===== src/rtl/mufr_pkg.sv =====
// shared types and constants for the mctp over usb frame receiver
package mufr_pkg;

  localparam logic [7:0] SIG_FIRST   = 8'h1A;
  localparam logic [7:0] SIG_SECOND  = 8'hB4;
  localparam logic [7:0] HDR_BYTES   = 8'd4;
  localparam logic [7:0] MAX_LEN_RST = 8'd255;

  typedef struct packed {
    logic [7:0] data;
    logic       abort;
  } mufr_item_t;

  typedef struct packed {
    logic [7:0] payload_byte;
    logic       byte_valid;
    logic       last;
    logic       bad_length;
    logic       empty_frame;
    logic       aborted;
  } mufr_res_t;

endpackage


===== src/rtl/mctp_usb_frame_receiver.sv =====
// mctp over usb receive deframer, top level
// Takes one received byte per item and finds frames that open with the
// signature 1A B4, a reserved byte and a total-length byte. Each payload byte
// comes out as one result item, the final one marked last; a rejected length,
// an empty frame and an abort during the payload each give one flag-only item.
// One item is accepted every cycle while the result side keeps up; each result
// passes through the input register and then the result register. The user must
// write max_frame_len through cfg_wr_en and cfg_wr_data only while no item is in
// flight; the block itself does not enforce this.
module mctp_usb_frame_receiver import mufr_pkg::*; (
  input  logic       clk,
  input  logic       rst_n,
  input  logic       cfg_wr_en,
  input  logic [7:0] cfg_wr_data,
  input  logic       in_valid,
  output logic       in_stall,
  input  logic [7:0] in_byte,
  input  logic       in_abort,
  output logic       out_valid,
  input  logic       out_stall,
  output logic [7:0] out_payload_byte,
  output logic       out_byte_valid,
  output logic       out_last,
  output logic       out_bad_length,
  output logic       out_empty_frame,
  output logic       out_aborted
);

  logic [7:0] max_frame_len_r;
  mufr_item_t in_item, item;
  mufr_res_t  res, out_res;
  logic       item_valid, adv, res_valid;

  assign in_item.data  = in_byte;
  assign in_item.abort = in_abort;

  always_ff @(posedge clk) begin
    if (!rst_n) begin
      max_frame_len_r <= MAX_LEN_RST;
    end else if (cfg_wr_en) begin
      max_frame_len_r <= cfg_wr_data;
    end
  end

  mufr_in_reg u_in_reg (
    .clk        (clk),
    .rst_n      (rst_n),
    .in_valid   (in_valid),
    .in_stall   (in_stall),
    .in_item    (in_item),
    .adv        (adv),
    .item_valid (item_valid),
    .item       (item)
  );

  mufr_parser u_parser (
    .clk       (clk),
    .rst_n     (rst_n),
    .fire      (item_valid && adv),
    .item      (item),
    .max_len   (max_frame_len_r),
    .res_valid (res_valid),
    .res       (res)
  );

  mufr_out_reg u_out_reg (
    .clk        (clk),
    .rst_n      (rst_n),
    .item_valid (item_valid),
    .res_valid  (res_valid),
    .res        (res),
    .adv        (adv),
    .out_valid  (out_valid),
    .out_stall  (out_stall),
    .out_res    (out_res)
  );

  assign out_payload_byte = out_res.payload_byte;
  assign out_byte_valid   = out_res.byte_valid;
  assign out_last         = out_res.last;
  assign out_bad_length   = out_res.bad_length;
  assign out_empty_frame  = out_res.empty_frame;
  assign out_aborted      = out_res.aborted;

  a_one_kind: assert property (@(posedge clk) disable iff (!rst_n)
    out_valid |-> $onehot({out_byte_valid, out_bad_length, out_empty_frame, out_aborted}))
    else $error("result item carries more or fewer than one kind");

  a_empty_last: assert property (@(posedge clk) disable iff (!rst_n)
    out_valid && out_empty_frame |-> out_last)
    else $error("empty frame without last");

  a_flag_zero_data: assert property (@(posedge clk) disable iff (!rst_n)
    out_valid && !out_byte_valid |-> out_payload_byte == 8'd0)
    else $error("flag-only item with nonzero payload byte");

  a_stall_cause: assert property (@(posedge clk) disable iff (!rst_n)
    in_stall |-> item_valid && out_valid && out_stall)
    else $error("input stalled without a blocked result");

endmodule


===== src/rtl/mufr_in_reg.sv =====
// input register stage for received items
module mufr_in_reg import mufr_pkg::*; (
  input  logic       clk,
  input  logic       rst_n,
  input  logic       in_valid,
  output logic       in_stall,
  input  mufr_item_t in_item,
  input  logic       adv,
  output logic       item_valid,
  output mufr_item_t item
);

  logic       valid_r, valid_nxt;
  mufr_item_t item_r;

  assign in_stall   = valid_r && !adv;
  assign valid_nxt  = in_valid;
  assign item_valid = valid_r;
  assign item       = item_r;

  always_ff @(posedge clk) begin
    if (!rst_n) begin
      valid_r <= 1'b0;
    end else if (!in_stall) begin
      valid_r <= valid_nxt;
    end
  end

  always_ff @(posedge clk) begin
    if (!in_stall && in_valid) begin
      item_r <= in_item;
    end
  end

endmodule


===== src/rtl/mufr_parser.sv =====
// frame parser state machine, one item per cycle while fire is high
module mufr_parser import mufr_pkg::*; (
  input  logic       clk,
  input  logic       rst_n,
  input  logic       fire,
  input  mufr_item_t item,
  input  logic [7:0] max_len,
  output logic       res_valid,
  output mufr_res_t  res
);

  typedef enum logic [2:0] {
    PH_SIG0 = 3'd0,
    PH_SIG1 = 3'd1,
    PH_RSVD = 3'd2,
    PH_LEN  = 3'd3,
    PH_DATA = 3'd4
  } phase_t;

  phase_t     phase_r, phase_nxt;
  logic [7:0] byte_index_r, byte_index_nxt;
  logic [7:0] payload_len_r, payload_len_nxt;
  logic [7:0] idx_inc;

  assign idx_inc = byte_index_r + 8'd1;

  always_comb begin
    phase_nxt       = phase_r;
    byte_index_nxt  = byte_index_r;
    payload_len_nxt = payload_len_r;
    res_valid       = 1'b0;
    res             = '0;
    if (item.abort) begin
      phase_nxt       = PH_SIG0;
      byte_index_nxt  = 8'd0;
      payload_len_nxt = 8'd0;
      if (phase_r == PH_DATA) begin
        res_valid   = 1'b1;
        res.aborted = 1'b1;
      end
    end else begin
      unique case (phase_r)
        PH_SIG1: begin
          if (item.data == SIG_SECOND) begin
            phase_nxt = PH_RSVD;
          end else if (item.data == SIG_FIRST) begin
            phase_nxt = PH_SIG1;
          end else begin
            phase_nxt = PH_SIG0;
          end
        end
        PH_RSVD: begin
          phase_nxt = PH_LEN;
        end
        PH_LEN: begin
          if (item.data < HDR_BYTES || item.data > max_len) begin
            phase_nxt       = PH_SIG0;
            byte_index_nxt  = 8'd0;
            payload_len_nxt = 8'd0;
            res_valid       = 1'b1;
            res.bad_length  = 1'b1;
          end else if (item.data == HDR_BYTES) begin
            phase_nxt       = PH_SIG0;
            byte_index_nxt  = 8'd0;
            payload_len_nxt = 8'd0;
            res_valid       = 1'b1;
            res.last        = 1'b1;
            res.empty_frame = 1'b1;
          end else begin
            phase_nxt       = PH_DATA;
            byte_index_nxt  = 8'd0;
            payload_len_nxt = item.data - HDR_BYTES;
          end
        end
        PH_DATA: begin
          res_valid        = 1'b1;
          res.payload_byte = item.data;
          res.byte_valid   = 1'b1;
          if (idx_inc >= payload_len_r) begin
            res.last        = 1'b1;
            phase_nxt       = PH_SIG0;
            byte_index_nxt  = 8'd0;
            payload_len_nxt = 8'd0;
          end else begin
            byte_index_nxt = idx_inc;
          end
        end
        default: begin
          phase_nxt = (item.data == SIG_FIRST) ? PH_SIG1 : PH_SIG0;
        end
      endcase
    end
  end

  always_ff @(posedge clk) begin
    if (!rst_n) begin
      phase_r       <= PH_SIG0;
      byte_index_r  <= 8'd0;
      payload_len_r <= 8'd0;
    end else if (fire) begin
      phase_r       <= phase_nxt;
      byte_index_r  <= byte_index_nxt;
      payload_len_r <= payload_len_nxt;
    end
  end

endmodule


===== src/rtl/mufr_out_reg.sv =====
// result register stage
module mufr_out_reg import mufr_pkg::*; (
  input  logic      clk,
  input  logic      rst_n,
  input  logic      item_valid,
  input  logic      res_valid,
  input  mufr_res_t res,
  output logic      adv,
  output logic      out_valid,
  input  logic      out_stall,
  output mufr_res_t out_res
);

  logic      valid_r, valid_nxt;
  mufr_res_t res_r;

  assign adv       = !valid_r || !out_stall;
  assign valid_nxt = item_valid && res_valid;
  assign out_valid = valid_r;
  assign out_res   = res_r;

  always_ff @(posedge clk) begin
    if (!rst_n) begin
      valid_r <= 1'b0;
    end else if (adv) begin
      valid_r <= valid_nxt;
    end
  end

  always_ff @(posedge clk) begin
    if (adv && valid_nxt) begin
      res_r <= res;
    end
  end

endmodule


===== config.mk =====
export PLATFORM = sky130hd
export DESIGN_NAME = mctp_usb_frame_receiver
export DESIGN_NICKNAME = d
export VERILOG_FILES = /design/src/rtl/mufr_pkg.sv /design/src/rtl/mctp_usb_frame_receiver.sv /design/src/rtl/mufr_in_reg.sv /design/src/rtl/mufr_parser.sv /design/src/rtl/mufr_out_reg.sv
export SDC_FILE = /design/constraint.sdc
export NUM_CORES = 1
export LEC_CHECK = 0
export CAP_MARGIN = 20
export CELL_PAD_IN_SITES_DETAIL_PLACEMENT = 1
export CELL_PAD_IN_SITES_GLOBAL_PLACEMENT = 2
export CORE_MARGIN = 2
export CORE_UTILIZATION = 36
export CTS_CLUSTER_SIZE = 8
export DETAILED_ROUTE_END_ITERATION = 6
export DONT_BUFFER_PORTS = 1
export MAX_ROUTING_LAYER = met4
export PLACE_DENSITY_LB_ADDON = 0.1
export SLEW_MARGIN = 15
export SYNTH_ARGS = -nofsm -noshare
export SYNTH_HDL_FRONTEND = slang
export SYNTH_SLANG_ARGS = --single-unit

===== constraint.sdc =====
create_clock -name clk -period 2.6 [get_ports clk]
set_clock_uncertainty 0.1 [all_clocks]
set_input_delay 0.13 -clock clk [delete_from_list [all_inputs] [get_ports clk]]
set_output_delay 0.13 -clock clk [all_outputs]
set_load 0.02 [all_outputs]

==> results of run 1 <==
state kept, by name, summed over array words and instances (netlist names):
signal and count:
u_out_reg.out_valid 1, u_in_reg.item_valid 1, u_parser.byte_index_r 8, u_in_reg.item 9, u_parser.payload_len_r 8, u_out_reg.out_res 13, u_parser.phase_r 3, max_frame_len_r 8
power groups by stage:
stage	sequential, mW	combinational (mW)	clock [mW]
finish	0.873	0.185	0.476
global route	0.876	0.205	0.527
CTS	0.873	0.169	0.499
detailed placement	0.891	0.136	0
global placement	0.891	0.134	0
floorplan	0.887	0.0961	0
final cells by class:
type                       instances  area, um^2
sequential                        51        1247
inverter                          21       78.83
clock buffer                       5       68.82
clock inverter                     3       23.77
multi-input combinational        175        1379
tap                               99       123.9
timing repair buffer              46       419.2
fill                             802        3796
worst register-to-register path: cells and delay by family (launching register included):
| kind | cells | cell delay [ns] |
|---|---|---|
| compound gates | 3 | 0.67 |
| xor+xnor | 1 | 0.15 |
| fa+ha+maj | 1 | 0.33 |
| buf+inv | 1 | 0.15 |
| flops | 1 | 0.38 |
| simple gates | 4 | 0.73 |
through the flow:
step                cell area [um^2]  worst slack, ns  power, mW
CTS                             3197         0.005443      1.541
detailed placement              2858          -0.3014      1.027
global placement                2858          -0.2521      1.025
floorplan                       2618         0.003244     0.9828
global route                    3341          -0.1012      1.608
finish                          3341       -0.0002369      1.533
repair_timing:
| action | in CTS | in global routing |
|---|---|---|
| resized for setup | 6 | 31 |
| gates cloned | 0 | 0 |
| hold buffers | 20 | 0 |
| hold endpoints to repair | 33 | 0 |
| setup buffers | 3 | 2 |
| endpoints found under the setup margin | 19 | 20 |
| pin swaps | 5 | 10 |
cell usage in the layout (no fill, tap or decap), drive strengths merged, types with 10 or more instances in the layout:
cell / Yosys / final
buf: 7 / 26
dfxtp: 29 / 29
dlygate4sd3: 0 / 20
edfxtp: 22 / 22
ha: 20 / 20
inv: 21 / 22
nand2: 27 / 27
nor2: 18 / 18
o211ai: 10 / 10
xor2: 13 / 13
layer usage:
layer  GRT usage, %  part of all wire [%]
met5              -                     0
met2          27.68                    48
met3          3.232                   2.8
met1          24.59                    49
met4          3.664                  0.80
worst max-delay path by stage:
stage / endpoint / slack, ns / cells after the start
after global placement: u_parser.payload_len_r[3]$_SDFFE_PN0P_ / -0.25 / 10
after detailed placement: u_parser.payload_len_r[0]$_SDFFE_PN0P_ / -0.30 / 10
after global routing: u_parser.payload_len_r[5]$_SDFFE_PN0P_ / -0.10 / 11
final: u_parser.phase_r[0]$_SDFFE_PN0P_ / -0.0002 / 10
after floorplan: u_parser.payload_len_r[2]$_SDFFE_PN0P_ / 0.003 / 11
after CTS: u_parser.payload_len_r[5]$_SDFFE_PN0P_ / 0.005 / 10
cells by family (layout without fill, tap and decap cells):
group	Yosys count	in the layout	synth area share [%]
buffers and inverters	30	75	5.067
muxes	2	2	0.7648
DFF	51	51	47.42
xor gates and xnor gates	17	17	5.688
adders and majority gates	20	20	9.560
AOI/OAI and AO/OA	48	48	14.87
and+or+nand+nor	88	88	16.64
==> impl_results.md, run 1 <==
- Most Frequent Cell on Critical Path: and3_4
- Clock Sink Count: 51
- Worst setup startpoint: u_parser.byte_index_r[0]$_SDFFE_PN0P_
- WL final: 6.493 mm
- # port buffers: 0
- Share of power burned in registers: between 50 and 60%
- Cell-internal power: 1.134 mW
- Die width: between 80 and 90 um
- Largest net degree at the start of global routing: 18
- Sequential share of the synthesized area: 47.42%
- Gpl congestion: 0.7290
- Share of layout cells above drive strength 1: 22.59%
- Count of final hold-check violations: 0
- Synth cell count leaders: dfxtp_1, nand2_1, edfxtp_1
- Clock Power Share: 31.0%
- Fmax: approximately 0.38 GHz
- Top-count cell post-synth: dfxtp_1
- Tot GR Track Use: between 15 and 20%
- Final instance count without filler cells: 400
- Global route overflow: 0
- Warnings from Yosys: 0
- First DRT Iteration DRCs: 73
- Net Count, Synth: approximately 300
- Switching power of the nets: 399.5 uW
- Switching part of the total: 26.05%
- Vias per std cell: 5.045
- Crit-path leading delay family: simple AND/OR/NAND/NOR gates
- Row cnt: 31
- TritonCTS Buffers: 5
- Max Cap Violations: 0
- CP Buf/Inv Count: 1
- Crit path arrival time: between 2 and 3 ns
- Final core occ: 46.81%
- Worst r2r src: u_parser.byte_index_r[0]$_SDFFE_PN0P_
- Clk_lat worst skew: slightly above 0.3 ns
- Clock Tree Buf Depth: 2
- Drt wl/cell: roughly 16 um
- Drt pass-1 iters: 4
- Critical path type: reg2reg
- Worst path cell trace: and3_4 -> and3_4 -> nand3_2 -> xnor2_2 -> ha_1 -> buf_4 -> a2111oi_4 -> nand2b_4 -> o211ai_1 -> o41ai_1
- Synth top area cells: edfxtp_1, dfxtp_1, ha_1
- Peak VDD IR: 0.2500 mV
- Post-synth EDFFs: 22
- First-pass GRT wire length: 10.32 mm
- Startpoint class of the critical path: flip-flop
- Reg2Reg Depth: 10
- RSZ-0062 raised after global routing: true
- Syn Area/Cell: 10.22 um^2
- TNS Setup: -0.0002369 ns
- Count of cell types in the netlist: 50
- Initial antenna violation count: 0
- WHS: 0.02434 ns
- ANT nets after route: 0
- Pleak: 1.336 nW
- Layout Nets: roughly 340
- Setup ws final: -0.0002369 ns
- Worst-margin pin slew: 0.8262 ns
- Htree depth: 2
- Register bit total from synthesis: slightly above 50
- Post-synth top area share: between 20% and 30%
- Worst Path Required: around 2.7 ns
- IO Pins: 37
- Min-delay worst type: in2reg
- Area Growth Syn to Fin: 27.63%
- Critical R2R Capture: u_parser.phase_r[0]$_SDFFE_PN0P_
- ANT cells: 0
- Hold depth: 3
- Post-synth design cell area: 2618 um^2
- CP peak stage delay: 0.48 ns
- Final number of setup-violating endpoints: 1
- Max-slew violations: 0
- Hpwl dp: 4.604 mm
- Logic pwr share: 12.1%
- Cells after Synth: around 260
- Dpl cells: 367
- Die Ht: 89.27 um
- Ys async rst share: 0%
- Cell Pwr Density: roughly 460 nW/um^2
- Ys flop type: dfxtp_1
- Root buf cell: clkbuf_8
- Initial core utilization: 36.68%
- Die area: ~8000 um^2
- Max transition margin: roughly 44%
- Part of the cycle the worst path needs: 100.0%
- Core Region: 7137 um^2
- Worst-path clk slew: 0.10 ns
- Flop-to-flop setup slack: -0.0002 ns
- Crit end category: flip-flop
- Min-Delay Startpoint: rst_n
- Failing checks: negative setup slack
- Slowest stage cell, crit path: a2111oi_4
- Vias in the first global route: 2026
- CTS tree: built
- Min-Delay Endpoint: u_out_reg.out_valid$_SDFFE_PN0N_
- Vias post-DR: 2018
- Final min period: between 2 and 3 ns
- Maximum fanout along the worst path: 4
- Largest area contributor in the netlist: edfxtp_1
- Status: finished with violations
- Remaining DRCs: 0
Note: power is estimated with default switching activity, not from simulation.
==> inputs of run 2 (changes only) <==
GPL_TIMING_DRIVEN = 0   (was not set)
==> run 2 against run 1 <==
  * Register-to-register slack improved by 0.02 ns
  * Fmax is 0.86% higher
  * The run now ends clean
  * Setup slack better by 0.022 ns
  * Combinational power shrank 11%
  * Largest power group unchanged
  * Global-route usage fell by 0.28 points
  * Power decreased by 2.2%
  * Cell count is 2.0% lower
==> impl_results.md, run 2 (synthesis results as in run 1) <==
- Placed Area: 2741 um^2 (-4.1%)
- Status: finished clean
- ANT nets after route: 0 (unchanged)
- Worst-margin pin slew: 0.8212 ns (-0.004980 ns)
- ANT cells: 0 (unchanged)
- Most frequent cells in the layout: nand2_1, dfxtp_1, edfxtp_1, inv_1
- Crit path arrival time: 2.67 ns (-0.05 ns)
- Maximum fanout along the worst path: 5 (+1)
- First DRT Iteration DRCs: 95 (+30%)
- Worst Setup EP: u_parser.payload_len_r[2]$_SDFFE_PN0P_
- Remaining DRCs: 0 (unchanged)
- Worst Path Required: 2.69 ns (-0.03 ns)
- Initial antenna violation count: 0 (unchanged)
- Drt pass-1 iters: 3 (-1)
- Cell Pwr Density: 462.0 nW/um^2 (+0.65%)
- Die width: 89.27 um (unchanged)
- Hpwl dp: 4.361 mm (-5.3%)
- Vias in the first global route: 2025 (-0.049%)
- Peak VDD IR: 0.2666 mV (+6.6%)
- Fmax: 0.3879 GHz (+0.86%)
- Core Region: 7137 um^2 (unchanged)
- Crit end category: flip-flop
- Startpoint class of the critical path: flip-flop
- Root buf cell: clkbuf_8
- Area Growth Syn to Fin: 23.95%
- Htree depth: 2 (unchanged)
- Tot GR Track Use: 17.59% (-0.28 points)
- Min-delay worst type: in2reg
- Worst r2r src: u_parser.byte_index_r[0]$_SDFFE_PN0P_
- Row cnt: 31 (unchanged)
- Global route overflow: 0 (unchanged)
- Pleak: 1.303 nW (-2.4%)
- Final min period: 2.578 ns (-0.02221 ns)
- Part of the cycle the worst path needs: 99.15% (-0.85 points)
- Share of layout cells above drive strength 1: 17.75% (-4.8 points)
- Final instance count without filler cells: 392 (-2.0%)
- Clock Tree Buf Depth: 2 (unchanged)
- Max Cap Violations: 0 (unchanged)
- Vias per std cell: 4.972 (-1.4%)
- Count of final hold-check violations: 0 (unchanged)
- Worst-path clk slew: 0.09 ns (about the same)
- Max-slew violations: 0 (unchanged)
- Reg2Reg Depth: 11 (+1)
- Critical path type: reg2reg
- Max transition margin: 44.83% (+0.40 points)
- Drt wl/cell: 15.66 um (-3.5%)
- Die Ht: 89.27 um (unchanged)
- Flop-to-flop setup slack: 0.02 ns (+0.02 ns)
- First-pass GRT wire length: 10.27 mm (-0.47%)
- Max reg flops: 13 (unchanged)
- Min-Delay Startpoint: rst_n
- Design Area, Final: 3244 um^2 (-2.9%)
- TNS Setup: 0 ns (+0.0002369 ns)
- Worst setup startpoint: u_parser.byte_index_r[0]$_SDFFE_PN0P_
- Gpl congestion: 0.7420 (+1.8%)
- TritonCTS Buffers: 5 (unchanged)
- Total power: 1.499 mW (-2.2%)
- Largest net degree at the start of global routing: 17 (-1)
- Die area: 7969 um^2 (unchanged)
- Vias post-DR: 1949 (-3.4%)
- RSZ-0062 raised after global routing: true
- Initial core utilization: 36.68% (unchanged)
- Dpl cells: 355 (-3.3%)
- Clock Sink Count: 51 (unchanged)
- Critical R2R Capture: u_parser.payload_len_r[2]$_SDFFE_PN0P_
- CTS tree: built
- IO Pins: 37 (unchanged)
- Clk_lat worst skew: 0.30 ns (about the same)
- WL final: 6.140 mm (-5.4%)
- Most common cell after layout, fill and taps aside: nand2_1
- Layout Nets: 334 (-2.3%)
- Final number of setup-violating endpoints: 0 (-1)
- # port buffers: 0 (unchanged)
[run 2: per-layer routing]
layer	part of all wire, %	wire length, um	global-route usage (%)
met4	1.1	69	4.342
met3	2.2	134	3.416
met1	50	3098	23.40
met5	0	0	-
met2	46	2837	27.61
[run 2: critical path, cell delays in order, from the launching register on]
cell,delay (ns)
dfxtp_4,0.37
ha_4,0.15
and3_4,0.15
and3_4,0.18
xor2_2,0.14
ha_1,0.30
a21o_1,0.19
a21oi_2,0.09
o211a_4,0.16
o31ai_4,0.36
buf_6,0.19
o32ai_2,0.07
[run 2: worst min path at each step]
| stage | cells past startpoint | endpoint |
|---|---|---|
| 2_1_floorplan | 0 | u_in_reg.item[0]$_DFFE_PP_ |
| 3_3_place_gp | 0 | u_in_reg.item[2]$_DFFE_PP_ |
| 3_5_place_dp | 0 | u_in_reg.item[3]$_DFFE_PP_ |
| 4_1_cts | 2 | u_parser.phase_r[1]$_SDFFE_PN0P_ |
| 5_1_grt | 2 | u_parser.phase_r[1]$_SDFFE_PN0P_ |
| 6_report | 2 | u_parser.phase_r[1]$_SDFFE_PN0P_ |
[run 2: final cells by class]
| cell class | count | area (um^2) |
|---|---|---|
| Inverter | 21 | 78.83 |
| Fill cell | 804 | 3892 |
| Timing Repair Buffer | 29 | 269.0 |
| Clock inverter | 3 | 20.02 |
| Tap cell | 99 | 123.9 |
| Buffer | 9 | 53.80 |
| Multi-Input combinational cell | 175 | 1380 |
| Clock buffer | 5 | 68.82 |
| Sequential cell | 51 | 1250 |
[run 2: what timing repair did]
action / in CTS / in global routing
setup endpoints to repair: 33 / 33
hold buffers: 19 / 0
gates resized for setup: 21 / 11
buffers inserted: 8 / 1
cloned: 1 / 0
hold endpoints to repair: 19 / 0
pin swaps: 8 / 8
[run 2: stage by stage]
step | hold WS [ns] | worst slack [ns] | util (%)
2_1_floorplan | 0.1289 | 0.003244 | -
3_5_place_dp | 0.1289 | -0.3376 | 38.41
3_3_place_gp | 0.1289 | -0.3143 | 38.41
4_1_cts | 0.07050 | 0.01274 | 44.60
5_1_grt | 0.08575 | -0.09996 | 45.46
6_report | 0.07640 | 0.02198 | 45.46
[run 2: power breakdown]
part | total, mW | internal (mW) | switching (mW)
registers | 0.878 | 0.853 | 0.0255
clock network | 0.456 | 0.188 | 0.268
logic | 0.165 | 0.0740 | 0.0912
